[src/rtl/tdfs_pkg.sv]
// Package for the table-driven state machine: sizes, register indexes, the
// table row layout and the structs passed between the scan engine and the top level.
// No dependencies.
`default_nettype none

package tdfs_pkg;

    localparam int ROWS        = 16;
    localparam int DATA_WIDTH  = 16;
    localparam int STATE_WIDTH = 8;

    localparam int ROW_AW    = $clog2(ROWS);
    localparam int CNT_W     = $clog2(ROWS + 1);
    localparam int CFG_W     = 5;
    localparam int CFG_IDX_W = 2;

    localparam logic [CFG_IDX_W-1:0] CFG_ROW_COUNT   = 2'd0;
    localparam logic [CFG_IDX_W-1:0] CFG_INPUT_BITS  = 2'd1;
    localparam logic [CFG_IDX_W-1:0] CFG_OUTPUT_BITS = 2'd2;

    localparam logic OP_LOAD  = 1'b0;
    localparam logic OP_CLOCK = 1'b1;

    typedef struct packed {
        logic [STATE_WIDTH-1:0] state;
        logic [DATA_WIDTH-1:0]  pattern;
        logic [DATA_WIDTH-1:0]  mask;
        logic [STATE_WIDTH-1:0] next;
        logic [DATA_WIDTH-1:0]  outval;
    } t_row;

    localparam int ROW_W = $bits(t_row);

    typedef enum logic [3:0] {
        PH_IDLE   = 4'b0001,
        PH_SCAN_T = 4'b0010,
        PH_SCAN_O = 4'b0100,
        PH_FINISH = 4'b1000
    } t_phase;

    // Request for one clock item, already masked to the configured widths.
    typedef struct packed {
        logic                  start;
        logic                  unknown;
        logic [DATA_WIDTH-1:0] x;
        logic [DATA_WIDTH-1:0] omask;
        logic [CNT_W-1:0]      count;
    } t_scan_req;

    typedef struct packed {
        logic                   done;
        logic [DATA_WIDTH-1:0]  value;
        logic                   unknown;
        logic                   changed;
        logic [STATE_WIDTH-1:0] state;
    } t_scan_res;

    typedef struct packed {
        logic                   idle;
        logic [STATE_WIDTH-1:0] state;
        logic [DATA_WIDTH-1:0]  last_out;
        logic                   last_unk;
    } t_status;

    // Low w bits set; a width above DATA_WIDTH saturates, zero gives no bits.
    function automatic logic [DATA_WIDTH-1:0] width_mask(input logic [CFG_W-1:0] w);
        logic [DATA_WIDTH-1:0] m;
        for (int b = 0; b < DATA_WIDTH; b++) begin
            m[b] = (b < int'(w));
        end
        return m;
    endfunction

endpackage

`default_nettype wire

[src/rtl/tdfs_if.sv]
// Valid/ready channel interfaces for input items and result items of the
// table-driven state machine. No dependencies.
`default_nettype none

interface tdfs_in_if;
    logic        valid;
    logic        ready;
    logic        operation;
    logic [15:0] in_value;
    logic        in_unknown;
    logic [3:0]  row_index;
    logic [7:0]  row_state;
    logic [15:0] row_pattern;
    logic [15:0] row_mask;
    logic [7:0]  row_next;
    logic [15:0] row_output;

    modport source (output valid, operation, in_value, in_unknown, row_index, row_state,
                    row_pattern, row_mask, row_next, row_output, input ready);
    modport sink (input valid, operation, in_value, in_unknown, row_index, row_state,
                  row_pattern, row_mask, row_next, row_output, output ready);
endinterface

interface tdfs_out_if;
    logic        valid;
    logic        ready;
    logic [15:0] out_value;
    logic        out_unknown;
    logic        out_changed;
    logic [7:0]  present_state;

    modport source (output valid, out_value, out_unknown, out_changed, present_state,
                    input ready);
    modport sink (input valid, out_value, out_unknown, out_changed, present_state,
                  output ready);
endinterface

`default_nettype wire

[src/rtl/table_driven_fsm_step.sv]
// Top level of the table-driven state machine: configuration registers,
// input decode, row table RAM, scan engine and the result register.
// Depends on tdfs_pkg, tdfs_if, tdfs_ram and tdfs_engine.
`default_nettype none

// A load item writes one row of the 16-entry table RAM and yields its result in
// the cycle after it is accepted. A clock item is matched against the table by a
// scan that reads one row per cycle through the RAM's single read port: a pass
// over the rows for the transition, then a pass for the output of the new state,
// each ending at the first hit. An unknown input skips both passes. A result held
// back by the output port holds the engine in its finish phase, and no new item
// is taken until the scan's result has left the engine. The table needs no
// clearing after reset, but every row within the row count must be loaded before
// it is scanned.
module table_driven_fsm_step (
    input  wire logic                             i_clk,
    input  wire logic                             i_rst_n,
    tdfs_in_if.sink                               i_in,
    tdfs_out_if.source                            o_out,
    input  wire logic                             i_cfg_we,
    input  wire logic [tdfs_pkg::CFG_IDX_W-1:0]   i_cfg_index,
    input  wire logic [tdfs_pkg::CFG_W-1:0]       i_cfg_data
);
    import tdfs_pkg::*;

    logic [CFG_W-1:0] r_row_count, r_input_bits, r_output_bits;

    logic                   r_out_valid, n_out_valid;
    logic [15:0]            r_out_value, n_out_value;
    logic                   r_out_unknown, n_out_unknown;
    logic                   r_out_changed, n_out_changed;
    logic [7:0]             r_out_state, n_out_state;

    t_scan_req   req;
    t_scan_res   res;
    t_status     status;
    t_row        wr_row, rd_row;
    logic        slot_free, accept, load, ram_we, rd_en;
    logic [ROW_AW-1:0] rd_addr;

    assign slot_free  = !r_out_valid || o_out.ready;
    assign i_in.ready = status.idle && slot_free;
    assign accept     = i_in.valid && i_in.ready;
    assign load       = accept && (i_in.operation == OP_LOAD);

    always_ff @(posedge i_clk) begin
        if (!i_rst_n) begin
            r_row_count   <= '0;
            r_input_bits  <= CFG_W'(16);
            r_output_bits <= CFG_W'(16);
        end else if (i_cfg_we) begin
            case (i_cfg_index)
                CFG_ROW_COUNT:   r_row_count   <= i_cfg_data;
                CFG_INPUT_BITS:  r_input_bits  <= i_cfg_data;
                CFG_OUTPUT_BITS: r_output_bits <= i_cfg_data;
                default: ;
            endcase
        end
    end

    assign wr_row.state   = STATE_WIDTH'(i_in.row_state);
    assign wr_row.pattern = DATA_WIDTH'(i_in.row_pattern);
    assign wr_row.mask    = DATA_WIDTH'(i_in.row_mask);
    assign wr_row.next    = STATE_WIDTH'(i_in.row_next);
    assign wr_row.outval  = DATA_WIDTH'(i_in.row_output);
    assign ram_we         = load && (32'(i_in.row_index) < ROWS);

    assign req.start   = accept && (i_in.operation == OP_CLOCK);
    assign req.unknown = i_in.in_unknown;
    assign req.x       = DATA_WIDTH'(i_in.in_value) & width_mask(r_input_bits);
    assign req.omask   = width_mask(r_output_bits);
    assign req.count   = (32'(r_row_count) > ROWS) ? CNT_W'(ROWS) : CNT_W'(r_row_count);

    tdfs_ram #(
        .WIDTH (ROW_W),
        .DEPTH (ROWS)
    ) u_table (
        .i_clk   (i_clk),
        .i_we    (ram_we),
        .i_waddr (ROW_AW'(i_in.row_index)),
        .i_wdata (wr_row),
        .i_re    (rd_en),
        .i_raddr (rd_addr),
        .o_rdata (rd_row)
    );

    tdfs_engine u_engine (
        .i_clk       (i_clk),
        .i_rst_n     (i_rst_n),
        .i_req       (req),
        .i_res_ready (slot_free),
        .i_rd_data   (rd_row),
        .o_rd_en     (rd_en),
        .o_rd_addr   (rd_addr),
        .o_res       (res),
        .o_status    (status)
    );

    // A load item reports the current output and state with no change.
    always_comb begin
        n_out_valid   = r_out_valid && !o_out.ready;
        n_out_value   = r_out_value;
        n_out_unknown = r_out_unknown;
        n_out_changed = r_out_changed;
        n_out_state   = r_out_state;
        if (res.done) begin
            n_out_valid   = 1'b1;
            n_out_value   = 16'(res.value);
            n_out_unknown = res.unknown;
            n_out_changed = res.changed;
            n_out_state   = 8'(res.state);
        end else if (load) begin
            n_out_valid   = 1'b1;
            n_out_value   = 16'(status.last_out);
            n_out_unknown = status.last_unk;
            n_out_changed = 1'b0;
            n_out_state   = 8'(status.state);
        end
    end

    always_ff @(posedge i_clk) begin
        if (!i_rst_n) begin
            r_out_valid <= 1'b0;
        end else begin
            r_out_valid <= n_out_valid;
        end
    end

    always_ff @(posedge i_clk) begin
        r_out_value   <= n_out_value;
        r_out_unknown <= n_out_unknown;
        r_out_changed <= n_out_changed;
        r_out_state   <= n_out_state;
    end

    assign o_out.valid         = r_out_valid;
    assign o_out.out_value     = r_out_value;
    assign o_out.out_unknown   = r_out_unknown;
    assign o_out.out_changed   = r_out_changed;
    assign o_out.present_state = r_out_state;

endmodule

`default_nettype wire

[src/rtl/tdfs_ram.sv]
// Generic simple dual-port RAM: one write port, one read port with registered
// read data. No dependencies.
`default_nettype none

module tdfs_ram #(
    parameter int WIDTH = 8,
    parameter int DEPTH = 16
) (
    input  wire logic                     i_clk,
    input  wire logic                     i_we,
    input  wire logic [$clog2(DEPTH)-1:0] i_waddr,
    input  wire logic [WIDTH-1:0]         i_wdata,
    input  wire logic                     i_re,
    input  wire logic [$clog2(DEPTH)-1:0] i_raddr,
    output logic      [WIDTH-1:0]         o_rdata
);

    logic [WIDTH-1:0] r_mem [DEPTH];

    always_ff @(posedge i_clk) begin
        if (i_we) begin
            r_mem[i_waddr] <= i_wdata;
        end
        if (i_re) begin
            o_rdata <= r_mem[i_raddr];
        end
    end

endmodule

`default_nettype wire

[src/rtl/tdfs_engine.sv]
// Scan engine: holds the machine state and last output, and walks the row
// table RAM once for the transition and once for the output of the new state.
// Depends on tdfs_pkg.
`default_nettype none

module tdfs_engine (
    input  wire logic                          i_clk,
    input  wire logic                          i_rst_n,
    input  wire tdfs_pkg::t_scan_req           i_req,
    input  wire logic                          i_res_ready,
    input  wire tdfs_pkg::t_row                i_rd_data,
    output logic                               o_rd_en,
    output logic     [tdfs_pkg::ROW_AW-1:0]    o_rd_addr,
    output tdfs_pkg::t_scan_res                o_res,
    output tdfs_pkg::t_status                  o_status
);
    import tdfs_pkg::*;

    t_phase                 r_phase, n_phase;
    logic                   r_pend, n_pend;
    logic [CNT_W-1:0]       r_idx, n_idx;
    logic [CNT_W-1:0]       r_n, n_n;
    logic [DATA_WIDTH-1:0]  r_x, n_x;
    logic [DATA_WIDTH-1:0]  r_omask, n_omask;
    logic [STATE_WIDTH-1:0] r_next, n_next;
    logic [STATE_WIDTH-1:0] r_state, n_state;
    logic [DATA_WIDTH-1:0]  r_res_value, n_res_value;
    logic                   r_res_unk, n_res_unk;
    logic [DATA_WIDTH-1:0]  r_last_out, n_last_out;
    logic                   r_last_unk, n_last_unk;

    logic hit_t, hit_o, more, issue, done;

    // r_pend marks that the RAM output holds the row issued in the previous cycle.
    assign hit_t = r_pend && (i_rd_data.state == r_state)
                   && (i_rd_data.pattern == (r_x & i_rd_data.mask));
    assign hit_o = r_pend && (i_rd_data.state == r_next);
    assign more  = (r_idx < r_n);
    assign done  = (r_phase == PH_FINISH) && i_res_ready;

    always_comb begin
        case (r_phase)
            PH_SCAN_T: issue = more && !hit_t;
            PH_SCAN_O: issue = more && !hit_o;
            default:   issue = 1'b0;
        endcase
    end

    assign o_rd_en   = issue;
    assign o_rd_addr = r_idx[ROW_AW-1:0];

    always_comb begin
        n_phase     = r_phase;
        n_pend      = issue;
        n_idx       = issue ? r_idx + 1'b1 : r_idx;
        n_n         = r_n;
        n_x         = r_x;
        n_omask     = r_omask;
        n_next      = r_next;
        n_state     = r_state;
        n_res_value = r_res_value;
        n_res_unk   = r_res_unk;
        n_last_out  = r_last_out;
        n_last_unk  = r_last_unk;
        case (r_phase)
            PH_IDLE: begin
                if (i_req.start) begin
                    n_x     = i_req.x;
                    n_omask = i_req.omask;
                    n_n     = i_req.count;
                    n_idx   = '0;
                    if (i_req.unknown) begin
                        n_res_value = '0;
                        n_res_unk   = 1'b1;
                        n_phase     = PH_FINISH;
                    end else begin
                        n_phase = PH_SCAN_T;
                    end
                end
            end
            PH_SCAN_T: begin
                if (hit_t) begin
                    n_next  = i_rd_data.next;
                    n_idx   = '0;
                    n_phase = PH_SCAN_O;
                end else if (!issue && !r_pend) begin
                    n_res_value = '0;
                    n_res_unk   = 1'b1;
                    n_phase     = PH_FINISH;
                end
            end
            PH_SCAN_O: begin
                // The transition has happened whether or not an output row exists.
                if (hit_o) begin
                    n_res_value = i_rd_data.outval & r_omask;
                    n_res_unk   = 1'b0;
                    n_state     = r_next;
                    n_phase     = PH_FINISH;
                end else if (!issue && !r_pend) begin
                    n_res_value = '0;
                    n_res_unk   = 1'b1;
                    n_state     = r_next;
                    n_phase     = PH_FINISH;
                end
            end
            PH_FINISH: begin
                if (done) begin
                    n_last_out = r_res_value;
                    n_last_unk = r_res_unk;
                    n_phase    = PH_IDLE;
                end
            end
            default: n_phase = PH_IDLE;
        endcase
    end

    always_ff @(posedge i_clk) begin
        if (!i_rst_n) begin
            r_phase    <= PH_IDLE;
            r_pend     <= 1'b0;
            r_state    <= '0;
            r_last_out <= '0;
            r_last_unk <= 1'b0;
        end else begin
            r_phase    <= n_phase;
            r_pend     <= n_pend;
            r_state    <= n_state;
            r_last_out <= n_last_out;
            r_last_unk <= n_last_unk;
        end
    end

    always_ff @(posedge i_clk) begin
        r_idx       <= n_idx;
        r_n         <= n_n;
        r_x         <= n_x;
        r_omask     <= n_omask;
        r_next      <= n_next;
        r_res_value <= n_res_value;
        r_res_unk   <= n_res_unk;
    end

    assign o_res.done    = done;
    assign o_res.value   = r_res_value;
    assign o_res.unknown = r_res_unk;
    assign o_res.changed = (r_res_unk != r_last_unk) || (r_res_value != r_last_out);
    assign o_res.state   = r_state;

    assign o_status.idle     = (r_phase == PH_IDLE);
    assign o_status.state    = r_state;
    assign o_status.last_out = r_last_out;
    assign o_status.last_unk = r_last_unk;

    a_pend_in_range: assert property (@(posedge i_clk) disable iff (!i_rst_n)
        r_pend |-> (r_idx != '0) && (r_idx <= r_n))
        else $error("pending read without a matching issued row");

    a_state_moves_in_scan: assert property (@(posedge i_clk) disable iff (!i_rst_n)
        (r_state != $past(r_state)) |-> ($past(r_phase) == PH_SCAN_O))
        else $error("state changed outside the output scan");

    a_unknown_is_zero: assert property (@(posedge i_clk) disable iff (!i_rst_n)
        (done && r_res_unk) |-> (r_res_value == '0))
        else $error("unknown result with nonzero value");

    a_last_follows_done: assert property (@(posedge i_clk) disable iff (!i_rst_n)
        done |=> (r_last_out == $past(r_res_value)) && (r_last_unk == $past(r_res_unk))
                 && (r_phase == PH_IDLE))
        else $error("last output not updated after a result");

endmodule

`default_nettype wire
[src/flat_wrapper.sv]
// flat-port wrapper written by rule: the top's interface ports become plain ports
module table_driven_fsm_step_flat import tdfs_pkg::*;
  (i_clk, i_rst_n, i_cfg_we, i_cfg_index, i_cfg_data, i_in_valid, i_in_operation, i_in_in_value, i_in_in_unknown, i_in_row_index, i_in_row_state, i_in_row_pattern, i_in_row_mask, i_in_row_next, i_in_row_output, i_in_ready, o_out_valid, o_out_out_value, o_out_out_unknown, o_out_out_changed, o_out_present_state, o_out_ready);
  tdfs_in_if i_in_i ();
  tdfs_out_if o_out_i ();
  input  wire logic i_clk;
  input  wire logic i_rst_n;
  input  wire logic i_cfg_we;
  input  wire logic [tdfs_pkg::CFG_IDX_W-1:0] i_cfg_index;
  input  wire logic [tdfs_pkg::CFG_W-1:0] i_cfg_data;
  input wire logic [$bits(i_in_i.valid)-1:0] i_in_valid;
  input wire logic [$bits(i_in_i.operation)-1:0] i_in_operation;
  input wire logic [$bits(i_in_i.in_value)-1:0] i_in_in_value;
  input wire logic [$bits(i_in_i.in_unknown)-1:0] i_in_in_unknown;
  input wire logic [$bits(i_in_i.row_index)-1:0] i_in_row_index;
  input wire logic [$bits(i_in_i.row_state)-1:0] i_in_row_state;
  input wire logic [$bits(i_in_i.row_pattern)-1:0] i_in_row_pattern;
  input wire logic [$bits(i_in_i.row_mask)-1:0] i_in_row_mask;
  input wire logic [$bits(i_in_i.row_next)-1:0] i_in_row_next;
  input wire logic [$bits(i_in_i.row_output)-1:0] i_in_row_output;
  output wire logic [$bits(i_in_i.ready)-1:0] i_in_ready;
  output wire logic [$bits(o_out_i.valid)-1:0] o_out_valid;
  output wire logic [$bits(o_out_i.out_value)-1:0] o_out_out_value;
  output wire logic [$bits(o_out_i.out_unknown)-1:0] o_out_out_unknown;
  output wire logic [$bits(o_out_i.out_changed)-1:0] o_out_out_changed;
  output wire logic [$bits(o_out_i.present_state)-1:0] o_out_present_state;
  input wire logic [$bits(o_out_i.ready)-1:0] o_out_ready;
  assign i_in_i.valid = i_in_valid;
  assign i_in_i.operation = i_in_operation;
  assign i_in_i.in_value = i_in_in_value;
  assign i_in_i.in_unknown = i_in_in_unknown;
  assign i_in_i.row_index = i_in_row_index;
  assign i_in_i.row_state = i_in_row_state;
  assign i_in_i.row_pattern = i_in_row_pattern;
  assign i_in_i.row_mask = i_in_row_mask;
  assign i_in_i.row_next = i_in_row_next;
  assign i_in_i.row_output = i_in_row_output;
  assign i_in_ready = i_in_i.ready;
  assign o_out_valid = o_out_i.valid;
  assign o_out_out_value = o_out_i.out_value;
  assign o_out_out_unknown = o_out_i.out_unknown;
  assign o_out_out_changed = o_out_i.out_changed;
  assign o_out_present_state = o_out_i.present_state;
  assign o_out_i.ready = o_out_ready;
  table_driven_fsm_step u_core (.i_clk(i_clk), .i_rst_n(i_rst_n), .i_in(i_in_i), .o_out(o_out_i), .i_cfg_we(i_cfg_we), .i_cfg_index(i_cfg_index), .i_cfg_data(i_cfg_data));
endmodule
[config.mk]
export PLATFORM = sky130hd
export DESIGN_NAME = table_driven_fsm_step_flat
export DESIGN_NICKNAME = d
export VERILOG_FILES = /design/src/rtl/tdfs_pkg.sv /design/src/rtl/tdfs_if.sv /design/src/rtl/table_driven_fsm_step.sv /design/src/rtl/tdfs_ram.sv /design/src/rtl/tdfs_engine.sv /design/src/flat_wrapper.sv
export SDC_FILE = /design/constraint.sdc
export NUM_CORES = 1
export LEC_CHECK = 0
export ABC_AREA = 1
export BUFFER_PORTS_ARGS = -buffer_cell sky130_fd_sc_hd__buf_4
export CAP_MARGIN = 15
export CORE_MARGIN = 5
export CORE_UTILIZATION = 35
export CTS_CLUSTER_DIAMETER = 200
export DETAILED_ROUTE_END_ITERATION = 10
export PLACE_DENSITY = 0.46
export SYNTH_ARGS = -nofsm -noshare
export SYNTH_HDL_FRONTEND = slang
export SYNTH_SLANG_ARGS = --single-unit
[constraint.sdc]
create_clock -name i_clk -period 8.8 [get_ports i_clk]
set_input_delay 0.88 -clock i_clk [delete_from_list [all_inputs] [get_ports i_clk]]
set_output_delay 0.88 -clock i_clk [all_outputs]
set_load 0.005 [all_outputs]
* Word-level counts from Yosys, hierarchy flattened
Memories as Yosys holds them, arrays and structs flattened. A register that Yosys moved wholly into a read port is not among the register bits.
Index checks and enable logic that the tools add are counted.
** Cells by class
- Magnitude comparators :: 34
- Mux-type cells :: 38
- $add $sub $neg :: 1
- Bitwise operators :: 4
- Eq/ne operators :: 15
- Reductions and logical operators :: 33
** Operators with widths (count)
- $mux W16 :: 7
- $lt A4 B5 Y1 const A :: 16
- $and A16 B16 Y16 :: 3
- $pmux W16 S3 :: 1
- $lt A3 B5 Y1 const A :: 8
- $mux W8 :: 4
- $mux W4 :: 6
- $lt A1 B5 Y1 const A :: 4
- $lt A2 B5 Y1 const A :: 4
- $eq A16 B16 Y1 :: 1
- $eq A8 B8 Y1 :: 2
- $ne A16 B16 Y1 :: 1
- $pmux W4 S4 :: 1
- $reduce_and A2 Y1 :: 8
- $mux W5 :: 3
- $mux W1 :: 13
- $logic_and A1 B1 Y1 :: 12
- $pmux W5 S2 :: 1
- $logic_not A1 Y1 :: 6
- $ne A2 B2 Y1 const B :: 3
- $add A5 B1 Y5 const B :: 1
- $gt A5 B5 Y1 const B :: 1
- $lt A5 B5 Y1 :: 1
- $eq A4 B1 Y1 const B :: 1
- 15 further kinds :: 17
** Word-level totals
- Word-level logic and storage cells :: 146
- Input bits :: 98
- Memories :: 1
- Bits in registers :: 139
- Memory bits (writable) :: 1024
- Output and inout bits :: 28
** Memory list
- u_core.u_table.r_mem :: words 16, bits a word 64, rd ports 1, clocked after Yosys merged registers in 1, wr ports 1, RTL line tdfs_ram.sv:18 : logic [WIDTH-1:0] r_mem [DEPTH];

* Logic depth before layout (Yosys ltp)
Gate-level depths: netlist of the first run.
- Word-level depth :: 11
- Mapped depth :: 18
- Gate-level depth less buffers :: 16

* By module
Synthesis of the first run repeated with hierarchy kept, for this count alone.
** Unflattened totals
- Cell total of the unflattened synthesis :: 5042
- Area total of the unflattened synthesis :: 52861.9 sq um
** Modules (own cells, without submodules)
- tdfs_ram :: area each 45899.0 sq um, instances 1, cells each 4210
- tdfs_engine :: area each 4889.7 sq um, instances 1, cells each 566
- table_driven_fsm_step :: area each 2073.2 sq um, instances 1, cells each 266

* Worst setup path before layout of the first run
No wires, ideal clock.
- Path type :: in2reg
- From :: in o_out_ready
- To :: mem u_core.u_table.r_mem[0][0] (netlist name) (enable)
- Cell stages on the path :: 6
- Data arrival time :: 4.232 ns
- Data required time :: 8.313 ns
- Slack :: 4.082 ns
- Path through :: nor2_1 nor2_1 nand2_1 nor2_1 nand3_1 nor2_1
** Between the ends
- Cells in the longest elaborated chain, start to end :: 6
** RTL lines
- start, declared :: RTL line flat_wrapper.sv:27 : input wire logic [$bits(o_out_i.ready)-1:0] o_out_ready;
- $logic_or A1 B1 Y1 :: RTL line table_driven_fsm_step.sv:41 : assign slot_free = !r_out_valid || o_out.ready;
- $logic_and A1 B1 Y1 :: RTL line table_driven_fsm_step.sv:42 : assign i_in.ready = status.idle && slot_free;
- net i_in_ready :: RTL line flat_wrapper.sv:21 : output wire logic [$bits(i_in_i.ready)-1:0] i_in_ready;
- $logic_and A1 B1 Y1 :: RTL line table_driven_fsm_step.sv:43 : assign accept = i_in.valid && i_in.ready;
- $logic_and A1 B1 Y1 :: RTL line table_driven_fsm_step.sv:44 : assign load = accept && (i_in.operation == OP_LOAD);
- $mux W1 :: RTL line tdfs_ram.sv:21 : if (i_we) begin
- $mux W1 (not written as such) :: RTL line tdfs_ram.sv:22 : r_mem[i_waddr] <= i_wdata;
- end, declared :: RTL line tdfs_ram.sv:18
The timed path passes the listed nets, and every way through them passes these cells.

* Worst setup path after layout of the first run
- From :: reg u_core.u_engine.r_phase[3]
- To :: mem u_core.u_table.r_mem[6][12] (netlist name) (enable)
** Between the ends
- Cells in the longest elaborated chain, start to end :: 6
** RTL lines
- start, declared :: RTL line tdfs_engine.sv:19 : t_phase r_phase, n_phase;
- start signal, assigned :: RTL line tdfs_engine.sv:125 : r_phase <= n_phase;
- $eq A4 B1 Y1 :: RTL line tdfs_engine.sv:149 : assign o_status.idle = (r_phase == PH_IDLE);
- $logic_and A1 B1 Y1 :: RTL line table_driven_fsm_step.sv:42
- $logic_and A1 B1 Y1 :: RTL line table_driven_fsm_step.sv:43
- $logic_and A1 B1 Y1 :: RTL line table_driven_fsm_step.sv:44
- $mux W1 :: RTL line tdfs_ram.sv:21
- $mux W1 (not written as such) :: RTL line tdfs_ram.sv:22
Every way passes these cells.

==> results of run 1 <==
[power breakdown]
part / switching (mW) / total, mW / internal [mW]
registers: 0.120 / 6.78 / 6.66
clock network: 2.33 / 5.46 / 3.13
logic: 1.63 / 2.21 / 0.582
total: 4.08 / 14.5 / 10.4
[logic make-up after synthesis]
kind of cell,count (synthesis)
AOI/OAI and AO/OA,908
xor gates and xnor gates,11
adders and majority gates,5
buffers and inverters,372
DFF,1227
and+or+nand+nor,1123
[worst max path at each step]
stage / slack (ns) / cells past startpoint / end / startpoint
floorplan: 4.08 / 6 / u_core.u_table.r_mem[0][0] / o_out_ready
global placement: 4.18 / 8 / u_core.u_table.r_mem[6][2] / o_out_ready
detailed placement: 4.16 / 8 / u_core.u_table.r_mem[11][1] / o_out_ready
CTS: 4.51 / 10 / u_core.u_table.r_mem[11][18] / u_core.u_engine.r_phase[3]
global route: 4.26 / 10 / u_core.u_table.r_mem[7][11] / u_core.u_engine.r_phase[3]
finish: 4.59 / 10 / u_core.u_table.r_mem[6][12] / u_core.u_engine.r_phase[3]
[cell usage after synthesis (all sizes together) (4+ instances only)]
cell type / n
edfxtp: 1176
nor2: 599
o21ai: 539
nand2: 302
clkbuf: 187
nand3: 174
o22ai: 159
inv: 148
o221ai: 100
dfxtp: 51
a21oi: 45
buf: 35
o211ai: 33
a211oi: 19
or2: 14
nor3: 12
nand4: 10
xnor2: 9
a21boi: 5
ha: 5
nand3b: 5
nor4: 4
[routing by layer]
layer,global-route usage,vias to the layer above,wire [um]
met5,0,-,0
met4,0.0523,0,2760
met3,0.0349,167,8560
met2,0.286,880,62500
met1,0.277,15091,65000
li1,-,13680,-
[placed cells by master, fill, tap and decap left out, types with 19 or more instances in the layout]
cell type / netlist / final
a211oi_1: 19 / 19
a21oi_1: 45 / 45
buf_4: 1 / 164
clkbuf_1: 187 / 40
clkbuf_16: 0 / 139
clkinv_1: 2 / 28
dfxtp_1: 51 / 48
edfxtp_1: 1176 / 1176
inv_1: 142 / 138
nand2_1: 299 / 299
nand3_1: 172 / 172
nor2_1: 596 / 577
o211ai_1: 33 / 33
o21ai_0: 537 / 536
o221ai_1: 100 / 100
o22ai_1: 159 / 159
[cell type report]
class / count / area (um2) / area share
diodes: 7 / 17.5 / 0.000319
clock buffers: 183 / 3680 / 0.0670
clock inverters: 60 / 559 / 0.0102
inverters: 150 / 584 / 0.0106
multi-input cells: 2047 / 10200 / 0.186
flip-flops and latches: 1227 / 36300 / 0.661
well taps: 1781 / 2230 / 0.0405
repair buffers: 169 / 1340 / 0.0244
[critical path: stages, from the launching register on]
cell,delay (ns)
dfxtp_1,0.35
inv_1,0.09
nand2_1,0.08
inv_1,0.06
nand3_1,0.10
nor2_1,0.16
nand2_1,0.18
nor2_1,0.56
nand3_1,0.50
nor2_4,0.95
buf_4,0.75
[per-stage QoR]
stage / utilization / worst slack (ns) / instance area (um2) / hold WS, ns / power [mW]
4_1_cts: 0.405 / 4.51 / 54900 / 0.331 / 14.6
2_1_floorplan: - / 4.08 / 47800 / 0.400 / 8.21
6_report: 0.405 / 4.59 / 55000 / 0.394 / 14.5
3_5_place_dp: 0.374 / 4.16 / 50700 / 0.407 / 9.14
5_1_grt: 0.405 / 4.26 / 55000 / 0.373 / 15.1
3_3_place_gp: 0.374 / 4.18 / 50700 / 0.402 / 9.13
[sequential cells by signal, indices dropped and copies added, names as in the netlist, 8 cells and up]
| signal | count |
|---|---|
| u_core.u_engine.r_omask | 16 |
| u_core.o_out.out_value | 16 |
| u_core.u_engine.r_x | 16 |
| u_core.u_table.o_rdata | 64 |
| u_core.u_engine.r_state | 8 |
| u_core.u_engine.r_last_out | 16 |
| u_core.u_engine.r_next | 8 |
| u_core.u_table.r_mem | 1024 |
| u_core.o_out.present_state | 8 |
| u_core.u_engine.r_res_value | 16 |
==> impl_metrics.yaml, run 1 <==
status:
  run_status: "complete, no violations"
global_route:
  grt_first_pass_wirelength_mm: 202
  number_of_antenna_violations_at_the_first_check_in_global_routing: 18
  grt_overflow: 0
  grt_start_max_net_pins: 175
  aggregate_global_route_resource_usage: 0.188
  first_global_vias: 28658
placement:
  dp_hpwl_mm: 78.3
  place_inst: 5374
  place.port_buffers: 125
  global_placer_s_final_weighted_congestion: 0.819
min_path:
  min-delay-path-class: "in2reg"
  hold_path_end: "u_core.u_engine.r_x[15]"
  worstHoldStart: "i_in_in_value[15]"
  min_delay_path_depth: 3
layout:
  drive_gt1_frac: 0.105
  fin_cells: 5624
  syn_to_final_growth_pct: 14.9
  num-nets-final: 3835
  num-fill-cells: 12651
synth:
  edff_count_synth: 1176
  fraction_of_synthesized_area_in_multiplexers: 0
  ys_warn_count: 0
  largest_family_of_logic_cells_by_synthesized_area: "compound AO/OA/AOI/OAI gates"
  asyncSetResetFlopFracSynth: 0
  synth_cell_type_count: 44
  synthTopCellsByArea: "edfxtp_1 (74%), o21ai_0 (5.6%), nor2_1 (4.7%), nand2_1 (2.3%), dfxtp_1 (2.1%)"
  synth_seq_cells: 1227
  synth_top_cell_by_area: "edfxtp_1"
  fraction_of_the_mapped_netlist_area_in_simple_logic_gates: 0.0965
  synth_top_cell_area_share: 0.738
  synth_compound_area_frac: 0.111
  synth_adder_area_share: 0.00131
  synth.cell_area_um2: 47800
  postSynthCellCount: 3646
  synth.yosys.seq_area_share: 0.760
  synthFlopType: "edfxtp_1"
  yosys.area_share.xor_xnor: 0.00201
  synthesis.nets: 3749
  synth_area_per_cell_um2: 13.1
route:
  drt_pass_1_iters: 5
  routed_wire_length_per_instance_um: 24.7
  remaining_drc_errors: 0
  dr.first_iter.drc_count: 2565
  totalWireLength_mm: 139
  routed-via-count: 29818
  detail-route-antenna-nets: 0
  detail_route.vias_per_cell: 5.30
clocking:
  post_cts.repair.setup_buffers: 0
  worstSkewPairLatency_ns: 0.76
  cts_buf_count: 137
  clkSinkCount: 1227
  cts_resized: 0
  cts_tree: "built"
  clock_path_buffers: 3
  ctsHtreeMaxLevel: 4
  worst_setup_hold_path_clk_slew_ns: 0.06
  clock_tree.root_cell: "clkbuf_16"
  cts-hold-fix-buffers: 0
timing:
  maxSlewHeadroom: 0.243
  post-route-min-period_ns: 4.21
  slew_violations: 0
  grt_setup_unrepaired: "false"
  worst-slew-pin-transition_ns: 1.13
  setup_viol: 0
  min_period_over_period: 0.478
  setup_tns_ns: 0
  fmax_ghz: 0.238
  timing.clock.skew_ns: 0.0252
  finalHoldViolations: 0
critical_path:
  required_ns: 9.16
  r2r.worst_path.cells: 10
  category_of_the_worst_setup_path_capture_point: "register"
  worst_ep_arrival_time_ns: 4.57
  criticalPathCategory: "reg2reg"
  ff2ff_setup_slack_ns: 4.59
  worstSetupStartpointType: "register"
  critical_path_peak_fanout: 40
  timing.rr.end: "u_core.u_table.r_mem[6][12]"
  regToRegStartpoint: "u_core.u_engine.r_phase[3]"
pwr:
  pwr_density_nw_per_um2: 263
  p_leak_nw: 18.2
  ir_worst_vdd_v: 0.000166
floorplan:
  floorplan.initialDensity: 0.353
  rows: 135
  die-height_um: 380
  die_width_um: 380
  ioPinCount: 126
  core_um2: 136000
  die_area_um2: 144000
job:
  maxCapViolations: 0
Power figures use the tool's default switching activity.
==> inputs of run 2 (changes only) <==
--- a/config.mk
+++ b/config.mk
@@ -5,7 +5,7 @@
 export SDC_FILE = /design/constraint.sdc
 export NUM_CORES = 1
 export LEC_CHECK = 0
-export ABC_AREA = 1
+export ABC_AREA = 0
 export BUFFER_PORTS_ARGS = -buffer_cell sky130_fd_sc_hd__buf_4
 export CAP_MARGIN = 15
 export CORE_MARGIN = 5
==> constraint.sdc (replaced) <==
create_clock -name i_clk -period 4.3 [get_ports i_clk]
set_input_delay 0.43 -clock i_clk [delete_from_list [all_inputs] [get_ports i_clk]]
set_output_delay 0.43 -clock i_clk [all_outputs]
set_load 0.005 [all_outputs]
==> run 2 against run 1 <==
Final cell count fell by 26%. Flip-flop and latch count stayed put. Sequential power increased by 96%. Fmax grew 30%. Non-clock buffer count rose by 94. Die area is 2.6% lower. Largest cell class unchanged. Clock power up 100%. Cell area grew 0.50%.
==> impl_metrics.yaml, run 2 <==
timing:
  fmax_ghz: 0.310
  grt_setup_unrepaired: "false"
  worst-slew-pin-transition_ns: 1.17
  setup_tns_ns: 0
  setup_viol: 0
  maxSlewHeadroom: 0.218
  slew_violations: 0
  timing.clock.skew_ns: 0.0298
  finalHoldViolations: 0
  post-route-min-period_ns: 3.23
  min_period_over_period: 0.750
  hold_slack_ns: 0.0905
  timing.final.ws_setup_ns: 1.07
clocking:
  cts-hold-fix-buffers: 81
  cts_resized: 0
  clock_path_buffers: 3
  clkSinkCount: 1227
  worstSkewPairLatency_ns: 0.76
  clock_tree.root_cell: "clkbuf_16"
  post_cts.repair.setup_buffers: 0
  worst_setup_hold_path_clk_slew_ns: 0.06
  ctsHtreeMaxLevel: 4
  cts_buf_count: 137
  cts_tree: "built"
job:
  maxCapViolations: 0
synth:
  synthesis.nets: 2117
  synth_top_cell_area_share: 0.759
  post-synth-top-count-cell: "edfxtp_1"
  synth.yosys.seq_area_share: 0.781
  postSynthCellCount: 2014
  synth_area_per_cell_um2: 23.1
  synthTopCellsByArea: "edfxtp_1 (76%), mux4_2 (15%), dfxtp_1 (2.2%), clkbuf_1 (0.45%), mux2_2 (0.44%)"
  ys_warn_count: 0
  synthFlopType: "edfxtp_1"
  synth_common_cells: "edfxtp_1 (1176), mux4_2 (320), clkbuf_1 (56), dfxtp_1 (51), nor2_1 (39)"
  asyncSetResetFlopFracSynth: 0
  synth_top_cell_by_area: "edfxtp_1"
  synth.cell_area_um2: 46500
  edff_count_synth: 1176
  synth_seq_cells: 1227
  synth_cell_type_count: 68
pwr:
  power.combinational.fraction: 0.034
  p_leak_nw: 17.0
  clockPowerShare: 0.440
  total_chip_power_mw: 25.3
  pwr_density_nw_per_um2: 457
  ir_worst_vdd_v: 0.000369
  power.net_switching_mw: 5.14
  internal-power_mw: 20.1
  seq_power_share: 0.526
  power.switching_fraction: 0.203
route:
  totalWireLength_mm: 118
  dr.first_iter.drc_count: 1721
  routed_wire_length_per_instance_um: 28.2
  remaining_drc_errors: 0
  detail-route-antenna-nets: 0
  routed-via-count: 21805
  drt_pass_1_iters: 5
  detail_route.vias_per_cell: 5.21
placement:
  place.port_buffers: 125
  place_inst: 3857
  dp_hpwl_mm: 66.5
  place_worst_setup_slack_ns: 1.03
  global_placer_s_final_weighted_congestion: 0.759
critical_path:
  crit_path_max_incr_delay_ns: 0.78
  ff2ff_setup_slack_ns: 1.07
  criticalPathCategory: "reg2reg"
  worstSetupStartpointType: "register"
  critical_path_peak_fanout: 39
  required_ns: 4.70
  worst_path_max_delay_cell: "dfxtp_4"
  crit_chain: "ha_1, nand2_1, o21ai_1, nor3_1, and2_4, buf_16"
  category_of_the_worst_setup_path_capture_point: "register"
  worst_ep_arrival_time_ns: 3.63
layout:
  num-fill-cells: 11488
  registers.top_by_ff_count: "u_core.u_table.r_mem"
  layout_common_cells: "edfxtp_1 (1176), mux4_2 (320), buf_4 (158)"
  fin_cells: 4185
  final-seq-area_um2: 36300
  multi_input_comb_area_um2: 9910
  num-nets-final: 2425
  layout_top_registers: "u_core.u_table.r_mem x1024, u_core.u_table.o_rdata x64"
  drive_gt1_frac: 0.306
  syn_to_final_growth_pct: 18.7
  layout_commonest_cell: "edfxtp_1"
  number_of_flip_flops_in_the_largest_register: 1024
global_route:
  grt_overflow: 0
  grt_start_max_net_pins: 133
  grt_first_pass_wirelength_mm: 170
  number_of_antenna_violations_at_the_first_check_in_global_routing: 20
  first_global_vias: 22941
  aggregate_global_route_resource_usage: 0.169
status:
  run_status: "complete, no violations"
floorplan:
  core_um2: 132000
  rows: 133
  die-height_um: 375
  die_width_um: 375
  ioPinCount: 126
  floorplan.initialDensity: 0.353
  die_area_um2: 140000
min_path:
  min-delay-path-class: "in2reg"
[run 2: cell types whose count changed after synthesis, sizes merged, moves of 18 or more]
cell,before,now
nor2,599,39
o21ai,539,15
mux4,0,320
nand2,302,28
o22ai,159,0
nand3,174,20
inv,148,9
clkbuf,187,57
o221ai,100,0
o211ai,33,1
a21oi,45,21
and2,0,21
mux2,0,18
mux2i,0,18
[run 2: kinds of logic (layout without fill, tap and decap cells)]
group | Yosys count | count (layout) | synth area share
simple gates | 191 | 191 | 0.0232
fa+ha+maj | 5 | 5 | 0.00134
buf+inv | 103 | 517 | 0.00949
xor+xnor | 36 | 36 | 0.00678
compound gates | 96 | 96 | 0.0153
other cells | 0 | 2 | 0
mux | 356 | 356 | 0.163
flops | 1227 | 1227 | 0.781
[run 2: power by group through the flow]
stage,Sequential (mW),Combinational (mW),Clock [mW]
final,13.3,0.868,11.1
after CTS,13.3,0.895,11.4
after global placement,13.5,0.806,0
after detailed placement,13.5,0.824,0
after global routing,13.3,0.941,12.0
after floorplan,13.5,0.422,0
[run 2: final timing paths]
path	startpoint	endpoint	depth (start not counted)
max	u_core.u_engine.r_idx[3]	u_core.u_table.o_rdata[20]	6
min	i_in_in_value[7]	u_core.u_engine.r_x[7]	2
max reg2reg	u_core.u_engine.r_idx[3]	u_core.u_table.o_rdata[20]	6
min reg2reg	u_core.u_engine.r_state[3]	u_core.o_out.present_state[3]	0
[run 2: layout make-up]
cell class / instances / area share
timing repair buffer: 263 / 0.0450
clock inverter: 67 / 0.0102
multi-input combinational: 684 / 0.179
tap: 1755 / 0.0398
clock buffer: 178 / 0.0667
inverter: 9 / 0.000612
antenna: 2 / 0.0000906
sequential: 1227 / 0.658
[run 2: critical path: cells and delay by family (launching register included)]
family	cells	cell delay (ns)
AND/OR/NAND/NOR	3	1.18
flip-flops	1	0.78
adder cells (fa/ha/maj)	1	0.36
buffers and inverters	1	0.35
AO/OA/AOI/OAI	1	0.14
[run 2: per-layer routing]
metal | up-vias | routed length, um | global-route usage
li1 | 9186 | - | -
met1 | 11783 | 51000 | 0.231
met2 | 651 | 57700 | 0.274
met3 | 175 | 6860 | 0.0361
met4 | 10 | 2590 | 0.0467
met5 | - | 64 | 0
[run 2: stage by stage]
step	util	cell area, um2
after floorplan	-	46600
after global placement	0.380	50100
after detailed placement	0.381	50200
after CTS	0.419	55200
after global routing	0.419	55200
final	0.419	55200
==> inputs of run 3 (changes only) <==
--- a/config.mk
+++ b/config.mk
@@ -12,7 +12,7 @@
 export CORE_UTILIZATION = 35
 export CTS_CLUSTER_DIAMETER = 200
 export DETAILED_ROUTE_END_ITERATION = 10
-export PLACE_DENSITY = 0.46
+export PLACE_DENSITY = 0.48
 export SYNTH_ARGS = -nofsm -noshare
 export SYNTH_HDL_FRONTEND = slang
 export SYNTH_SLANG_ARGS = --single-unit
==> constraint.sdc (replaced) <==
create_clock -name i_clk -period 2.9 [get_ports i_clk]
set_input_delay 0.29 -clock i_clk [delete_from_list [all_inputs] [get_ports i_clk]]
set_output_delay 0.29 -clock i_clk [all_outputs]
set_load 0.005 [all_outputs]
==> run 3 against run 2 <==
Clock power grew 50%. Critical path depth is 1 higher. Die area unchanged. Combinational power is 61% higher. Via count shrank 0.17%. Power is 49% higher. Sequential share of layout area down 0.94 points. Critical endpoint is now u_core.u_table.o_rdata[50].
==> impl_metrics.yaml, run 3 (synthesis gave the netlist of run 2 again) <==
min_path:
  hold_path_end: "u_core.r_input_bits[4]"
  min-delay-path-class: "in2reg"
  min_delay_path_depth: 4
  worstHoldStart: "i_cfg_index[0]"
clocking:
  ctsHtreeMaxLevel: 4
  worst_setup_hold_path_clk_slew_ns: 0.06
  clkSinkCount: 1227
  cts_buf_count: 137
  clock_tree.root_cell: "clkbuf_16"
  worstSkewPairLatency_ns: 0.76
  clock_path_buffers: 3
  cts_tree: "built"
global_route:
  number_of_antenna_violations_at_the_first_check_in_global_routing: 18
  grt_overflow: 0
  grt_start_max_net_pins: 109
  first_global_vias: 23245
  aggregate_global_route_resource_usage: 0.162
  grt_first_pass_wirelength_mm: 165
floorplan:
  ioPinCount: 126
  die_area_um2: 140000
  die_width_um: 375
  floorplan.initialDensity: 0.353
  core_um2: 132000
  rows: 133
  die-height_um: 375
timing:
  setup_viol: 0
  post-route-min-period_ns: 2.82
  grt_setup_unrepaired: "false"
  worst-slew-pin-transition_ns: 1.10
  finalHoldViolations: 0
  setup_tns_ns: 0
  slew_violations: 0
  hold_slack_ns: 0.107
  maxSlewHeadroom: 0.269
  timing.clock.skew_ns: 0.0312
  fmax_ghz: 0.355
  min_period_over_period: 0.972
layout:
  layout_common_cells: "edfxtp_1 (1176), mux4_2 (320), buf_4 (158)"
  final-seq-area_um2: 36300
  num-fill-cells: 11428
  multi_input_comb_area_um2: 9940
  num-nets-final: 2465
  fin_cells: 4233
  design_area_um2: 56000
  drive_gt1_frac: 0.312
  layout_commonest_cell: "edfxtp_1"
  layout_top_registers: "u_core.u_table.r_mem x1024, u_core.u_table.o_rdata x64"
  registers.top_by_ff_count: "u_core.u_table.r_mem"
  syn_to_final_growth_pct: 20.4
  number_of_flip_flops_in_the_largest_register: 1024
placement:
  global_placer_s_final_weighted_congestion: 0.773
  place.port_buffers: 125
  dp_hpwl_mm: 66.6
  post_dp_cell_area_um2: 50600
  place_inst: 3876
critical_path:
  timing.rr.end: "u_core.u_table.o_rdata[50]"
  sum_of_buffers_and_inverters_on_the_critical_path: 1
  criticalPathCategory: "reg2reg"
  ff2ff_setup_slack_ns: 0.08
  worst_ep_arrival_time_ns: 3.19
  r2r.worst_path.cells: 7
  crit_chain: "inv_1, ha_1, a21o_1, a31oi_1, o21ai_1, nor3_1, and2_4"
  worst_path_max_delay_cell: "and2_4"
  category_of_the_worst_setup_path_capture_point: "register"
  worstSetupStartpointType: "register"
  regToRegStartpoint: "u_core.u_engine.r_n[2]"
  critical_path_peak_fanout: 66
  required_ns: 3.27
  crit_path_max_incr_delay_ns: 0.90
  path_delay_family: "simple AND/OR/NAND/NOR gates"
job:
  maxCapViolations: 0
route:
  routed-via-count: 21769
  totalWireLength_mm: 114
  remaining_drc_errors: 0
  detail_route.vias_per_cell: 5.14
  drt_pass_1_iters: 5
  routed_wire_length_per_instance_um: 26.9
  detail-route-antenna-nets: 0
  dr.first_iter.drc_count: 1533
status:
  run_status: "complete, no violations"
pwr:
  p_leak_nw: 17.3
  ir_worst_vdd_v: 0.000528
  pwr_density_nw_per_um2: 672
## run 3: cell count changes in the layout (fill, tap and decap cells not counted), sizes merged
cell | before | now
clkbuf | 178 | 175
inv | 14 | 15
diode | 2 | 7
buf | 182 | 209
dlygate4sd3 | 81 | 94
clkinv | 53 | 58
## run 3: cell type report
cell class              count  area share
clock inverters            73      0.0138
well taps                1755      0.0392
clock buffers             175      0.0637
flip-flops and latches   1227       0.649
diodes                      7    0.000313
multi-input cells         684       0.177
repair buffers            303      0.0562
inverters                   9    0.000603
## run 3: where the power goes
part	internal [mW]	switching, mW	leakage [nW]
sequential	19.6	0.0753	11.0
combinational	0.638	0.765	4.21
clock	9.54	7.05	2.10
total	29.8	7.89	17.3
## run 3: worst register-to-register path, stage by stage (launching register included)
cell and delay (ns):
edfxtp_1 0.37, inv_1 0.07, ha_1 0.24, a21o_1 0.16, a31oi_1 0.16, o21ai_1 0.18, nor3_1 0.28, and2_4 0.90
## run 3: per-stage QoR
stage               worst slack (ns)   util  total power [mW]
floorplan                     -0.479      -              20.6
global placement             -0.0571  0.384              21.3
detailed placement           -0.0614  0.384              21.4
CTS                           0.0464  0.424              38.2
global route                 0.00800  0.425              39.0
finish                        0.0816  0.425              37.7
## run 3: what timing repair did
item | CTS | global route
gates resized for setup | 0 | 0
hold endpoints to repair | 1078 | 0
pin swaps | 1 | 2
setup endpoints to repair | 45 | 120
hold buffers | 94 | 0
setup buffers | 2 | 6
## run 3: worst max path at each step
stage | startpoint | to | slack, ns | depth (start not counted)
CTS | u_core.u_engine.r_phase[0] | u_core.u_table.r_mem[13][46] | 0.05 | 5
global route | u_core.u_engine.r_n[2] | u_core.u_table.o_rdata[22] | 0.008 | 7
finish | u_core.u_engine.r_n[2] | u_core.u_table.o_rdata[50] | 0.08 | 7
floorplan | u_core.u_engine.r_phase[2] | u_core.u_table.r_mem[12][0] | -0.48 | 7
detailed placement | u_core.u_engine.r_phase[0] | u_core.u_table.r_mem[14][0] | -0.06 | 5
global placement | u_core.u_engine.r_phase[1] | u_core.u_table.r_mem[14][0] | -0.06 | 6
## run 3: routing by layer
| layer | share of wire | vias up | track usage |
|---|---|---|---|
| met5 | 0.00024 | - | 0 |
| met2 | 0.47 | 547 | 0.256 |
| met1 | 0.45 | 11809 | 0.229 |
| li1 | - | 9272 | - |
| met4 | 0.018 | 4 | 0.0404 |
| met3 | 0.055 | 137 | 0.0357 |
